File: src/rtl/core/min_priority_queue_defines.svh
// assertion macros for the min priority queue
`ifndef MIN_PRIORITY_QUEUE_DEFINES_SVH
`define MIN_PRIORITY_QUEUE_DEFINES_SVH

`ifndef SYNTHESIS
`define MPQ_ASSERT(lbl, clk, rst_n, prop, msg) \
    lbl: assert property (@(posedge clk) disable iff (!rst_n) prop) else $error(msg);
`define MPQ_ASSERT_ALWAYS(lbl, clk, prop, msg) \
    lbl: assert property (@(posedge clk) prop) else $error(msg);
`else
`define MPQ_ASSERT(lbl, clk, rst_n, prop, msg)
`define MPQ_ASSERT_ALWAYS(lbl, clk, prop, msg)
`endif

`endif

File: src/rtl/core/mpq_pkg.sv
// types and constants shared by the min priority queue
`timescale 1ns / 1ps
package mpq_pkg;

    localparam int CAPACITY = 64;
    localparam int VALUE_W  = 32;
    localparam int COUNT_W  = $clog2(CAPACITY + 1);
    localparam int PORT_COUNT_W = 7;

    localparam logic ACT_INSERT = 1'b0;
    localparam logic ACT_REMOVE = 1'b1;

    typedef enum logic [1:0] {
        ST_OK    = 2'd0,
        ST_EMPTY = 2'd1,
        ST_FULL  = 2'd2
    } t_status;

    typedef enum logic [1:0] {
        OP_HOLD   = 2'd0,
        OP_INSERT = 2'd1,
        OP_SHIFT  = 2'd2
    } t_cell_op;

    typedef struct packed {
        logic               action;
        logic signed [31:0] value;
    } t_in_item;

    typedef struct packed {
        logic signed [31:0]      top_value;
        logic                    top_valid;
        logic [PORT_COUNT_W-1:0] entry_count;
        logic [1:0]              status;
    } t_out_item;

    typedef struct packed {
        t_cell_op                  op;
        logic signed [VALUE_W-1:0] key;
    } t_cell_ctrl;

    typedef struct packed {
        logic signed [VALUE_W-1:0] value;
        logic                      gt;
    } t_cell_link;

endpackage

File: src/rtl/core/mpq_cell.sv
// one sorted storage cell of the queue chain
`timescale 1ns / 1ps
module mpq_cell (
    input  logic                              i_clk,
    input  mpq_pkg::t_cell_ctrl               i_ctrl,
    input  logic                              i_occ,
    input  mpq_pkg::t_cell_link               i_left,
    input  logic signed [mpq_pkg::VALUE_W-1:0] i_right_value,
    output mpq_pkg::t_cell_link               o_link
);
    import mpq_pkg::*;

    logic signed [VALUE_W-1:0] r_value;
    logic signed [VALUE_W-1:0] n_value;
    logic                      w_gt;

    // empty cells act as plus infinity
    assign w_gt = !i_occ || (r_value > i_ctrl.key);

    always_comb begin
        n_value = r_value;
        unique case (i_ctrl.op)
            OP_INSERT: begin
                if (i_left.gt) begin
                    n_value = i_left.value;
                end else if (w_gt) begin
                    n_value = i_ctrl.key;
                end
            end
            OP_SHIFT: begin
                n_value = i_right_value;
            end
            OP_HOLD: begin
                n_value = r_value;
            end
            default: begin
                n_value = r_value;
            end
        endcase
    end

    always_ff @(posedge i_clk) begin
        r_value <= n_value;
    end

    assign o_link.value = r_value;
    assign o_link.gt    = w_gt;

endmodule

File: config.mk
export PLATFORM = sky130hd
export DESIGN_NAME = mpq_cell
export DESIGN_NICKNAME = d
export VERILOG_FILES = /design/src/rtl/core/min_priority_queue_defines.svh /design/src/rtl/core/mpq_pkg.sv /design/src/rtl/core/mpq_cell.sv
export SDC_FILE = /design/constraint.sdc
export NUM_CORES = 1
export LEC_CHECK = 0
export BUFFER_PORTS_ARGS = -buffer_cell sky130_fd_sc_hd__buf_4
export CORE_MARGIN = 10
export CORE_UTILIZATION = 31
export DETAILED_ROUTE_END_ITERATION = 8
export PLACE_DENSITY = 0.58
export SLEW_MARGIN = 10
export SYNTH_ARGS = -nofsm -noshare
export SYNTH_HDL_FRONTEND = slang
export SYNTH_SLANG_ARGS = --single-unit
File: constraint.sdc
create_clock -name i_clk -period 7.9 [get_ports i_clk]
set_input_delay 0.395 -clock i_clk [delete_from_list [all_inputs] [get_ports i_clk]]
set_output_delay 0.395 -clock i_clk [all_outputs]
set_load 0.03 [all_outputs]
==> impl_metrics.yaml <==
floorplan:
  die_w_um: 109.5
  initial_core_util_pct: 31.94
  row_count: 32
  die_area_um2: 11980
  core_area_um2: 7767
  io_pins: 134
  fp.dieH_um: 109.5
critical_path:
  max_stage_delay_ps: 760
  critPathMaxFanout: 21
  crit_type: "reg2reg"
  arrival_ps: 3170
  end_kind: "flop"
  critPathLaunchType: "flop"
  path_delay_family: "compound AO/OA/AOI/OAI gates"
  slowest_stage: "o41ai_4"
  worst-path-buf-inv: 1
  path_cells: "ha_1 -> nand4_1 -> nor4_2 -> a21boi_1 -> or4_1 -> a211oi_2 -> o41ai_4 -> buf_4"
  crit_required_ps: 7860
clocking:
  worstSkewPairLatency_ps: 280
  cts_root_buffer: "clkbuf_8"
  htree_levels: 2
  clk_pin_slew_ps: 60
  post-cts-setup-buffers: 0
  cts_resized: 0
  cts.sinks: 32
  cts_max_path_buffers: 2
  tritoncts: "yes"
  cts_hold_buf: 0
  cts_buffers: 5
drt:
  first_iter_violations: 43
  routedWlPerCell_um: 15.53
  via_count: 2272
  viasPerCell: 4.571
  totalWireLength_mm: 7.718
  drtPass1Iterations: 4
  drc_errors: 0
  ant_nets: 0
synthesis:
  synth_area_per_cell_um2: 9.398
  syn_area_um2: 2481
  synth_warnings: 0
  postSynthCellCount: 264
  syn_nets: 397
  yosysSeqAreaShare_pct: 38.73
  ys_ff_latch: 32
  synth_cell_types: 28
layout:
  fill_cells: 797
  areaGrowthSynthToFinish_pct: 47.86
  final_util_pct: 47.23
  top_register: "r_value"
  largest_reg_flops: 32
  insertedDiodeCount: 0
  nets: 527
  top_regs: "r_value: 32 flops"
  drive_gt1_share_pct: 36.46
power:
  max-vdd-ir-drop_uv: 69.27
  sw_frac_of_total_pct: 32.80
  clkPwrFrac_pct: 21.5
  power_density_nw_per_um2: 148.6
  internal-power_uw: 366.3
  p_total_uw: 545.0
  p_leak_nw: 1.821
  combPwrFrac_pct: 37.6
  power_switching_uw: 178.8
  seq_power_share_pct: 40.9
global_route:
  antenna_found_initial: 0
  grt.overflow.total: 0
  first_global_vias: 2294
  grt_max_degree: 65
  grt_usage_pct: 12.15
  grt_pass1_wl_mm: 11.45
sta:
  hold_viol: 0
  tightestPinTransition_ps: 807.8
  fin_tns_setup_ps: 0
  rsz0062_at_grt: "false"
  max_freq_mhz: 311.5
  slew_viol_final: 0
  hold_slack_ps: 388.1
  fin_crit_ps: 3210
  slew-limit-headroom_pct: 45.96
  min_period_over_period_pct: 40.63
  finalClockSkew_ps: 3.665
  setup_viol_count_final: 0
placed_design:
  dp.final_hpwl_mm: 6.579
  gp_congestion: 0.7679
  io_buffers: 133
job:
  cap_violations: 0
hold_path:
  hp-class: "in2reg"
status:
  status: "finished clean"
routing by layer:
layer | global-route usage (%) | wire length (um) | vias to the layer above
li1 | - | - | 1203
met1 | 12.98 | 2912 | 1000
met2 | 22.27 | 4141 | 60
met3 | 3.803 | 546 | 9
met4 | 3.810 | 117 | 0
met5 | 0 | 0 | -
worst register-to-register path: stages (launching register included):
cell and delay, ps:
edfxtp_1 400, ha_1 330, nand4_1 190, nor4_2 350, a21boi_1 200, or4_1 150, a211oi_2 90, o41ai_4 760
buf_4 420
placed cells by master (no fill, tap or decap), drive strengths merged:
| cell | Yosys | layout |
|---|---|---|
| a21oi | 15 | 15 |
| o41ai | 1 | 1 |
| o21ai | 37 | 37 |
| nor3 | 3 | 3 |
| nand2b | 1 | 1 |
| buf | 4 | 135 |
| a221oi | 1 | 1 |
| a21o | 1 | 1 |
| inv | 33 | 33 |
| nor4 | 2 | 2 |
| ha | 32 | 32 |
| o21bai | 1 | 1 |
| clkinv | 0 | 1 |
| a22o | 1 | 1 |
| nand4 | 6 | 6 |
| a21boi | 1 | 1 |
| or4 | 1 | 1 |
| edfxtp | 32 | 32 |
| nand2 | 42 | 42 |
| clkbuf | 8 | 7 |
| and3b | 1 | 1 |
| nor2 | 1 | 1 |
| nor2b | 3 | 3 |
| a211oi | 1 | 1 |
| nand3 | 4 | 4 |
| mux2i | 32 | 32 |
cell usage after synthesis:
library cell   n  area share [%]
inv_1         33             5.0
o41ai_2        1            0.66
nand2b_1       1            0.25
a21o_1         1            0.30
nor3_1         3            0.60
nand4_1        6             1.5
buf_4          1            0.30
o21ai_1        1            0.20
o21ai_0       36             7.3
a21boi_1       1            0.30
a22o_1         1            0.35
buf_2          3            0.60
and3b_1        1            0.35
o21bai_1       1            0.30
nand2_1       42             6.4
or4_1          1            0.30
mux2i_1       32              13
clkbuf_1       8             1.2
nor4_2         1            0.50
nor4_1         1            0.25
a221oi_1       1            0.35
nor2_1         1            0.15
edfxtp_1      32              39
nor2b_1        3            0.76
a21oi_1       15             3.0
ha_1          32              16
nand3_1        4            0.81
a211oi_2       1            0.50
cell type report:
cell class | count | area, um^2 | share of cell area (%)
Tap cell | 102 | 127.6 | 3.479
Inverter | 33 | 123.9 | 3.377
Clock buffer | 7 | 76.32 | 2.080
Timing Repair Buffer | 135 | 1013 | 27.63
Clock inverter | 1 | 3.754 | 0.1023
Multi-Input combinational cell | 187 | 1363 | 37.14
Sequential cell | 32 | 960.9 | 26.19
per-stage QoR:
stage / instance area [um^2] / instances / worst slack (ps)
after floorplan: 2481 / 264 / 3838
final: 3669 / 497 / 4690
after CTS: 3669 / 497 / 4604
after global routing: 3669 / 497 / 4446
after global placement: 3588 / 489 / 4561
after detailed placement: 3588 / 489 / 4508
cells by family (layout without fill, tap and decap cells):
group / count (synthesis) / after routing / synth area share [%]
simple gates: 64 / 64 / 11.85
compound gates: 59 / 59 / 13.26
buf+inv: 45 / 176 / 7.110
fa+ha+maj: 32 / 32 / 16.14
mux: 32 / 32 / 12.91
flops: 32 / 32 / 38.73
power by group through the flow:
stage	Sequential (mW)	Clock, mW	Combinational, mW
3_3_place_gp	0.226	0	0.207
6_report	0.223	0.117	0.205
2_1_floorplan	0.262	0	0.0779
3_5_place_dp	0.227	0	0.209
4_1_cts	0.223	0.122	0.210
5_1_grt	0.225	0.130	0.227
path summary, 6_finish.rpt:
path,from,endpoint,slack (ps),cells past startpoint
worst min register to register,r_value[31]$_DFFE_PP_,r_value[1]$_DFFE_PP_,1280,5
worst min-delay path,i_right_value[26],r_value[26]$_DFFE_PP_,390,3
worst max register to register,r_value[14]$_DFFE_PP_,r_value[17]$_DFFE_PP_,4690,8
worst max-delay path,r_value[14]$_DFFE_PP_,r_value[17]$_DFFE_PP_,4690,8
Power figures use the tool's default switching activity.
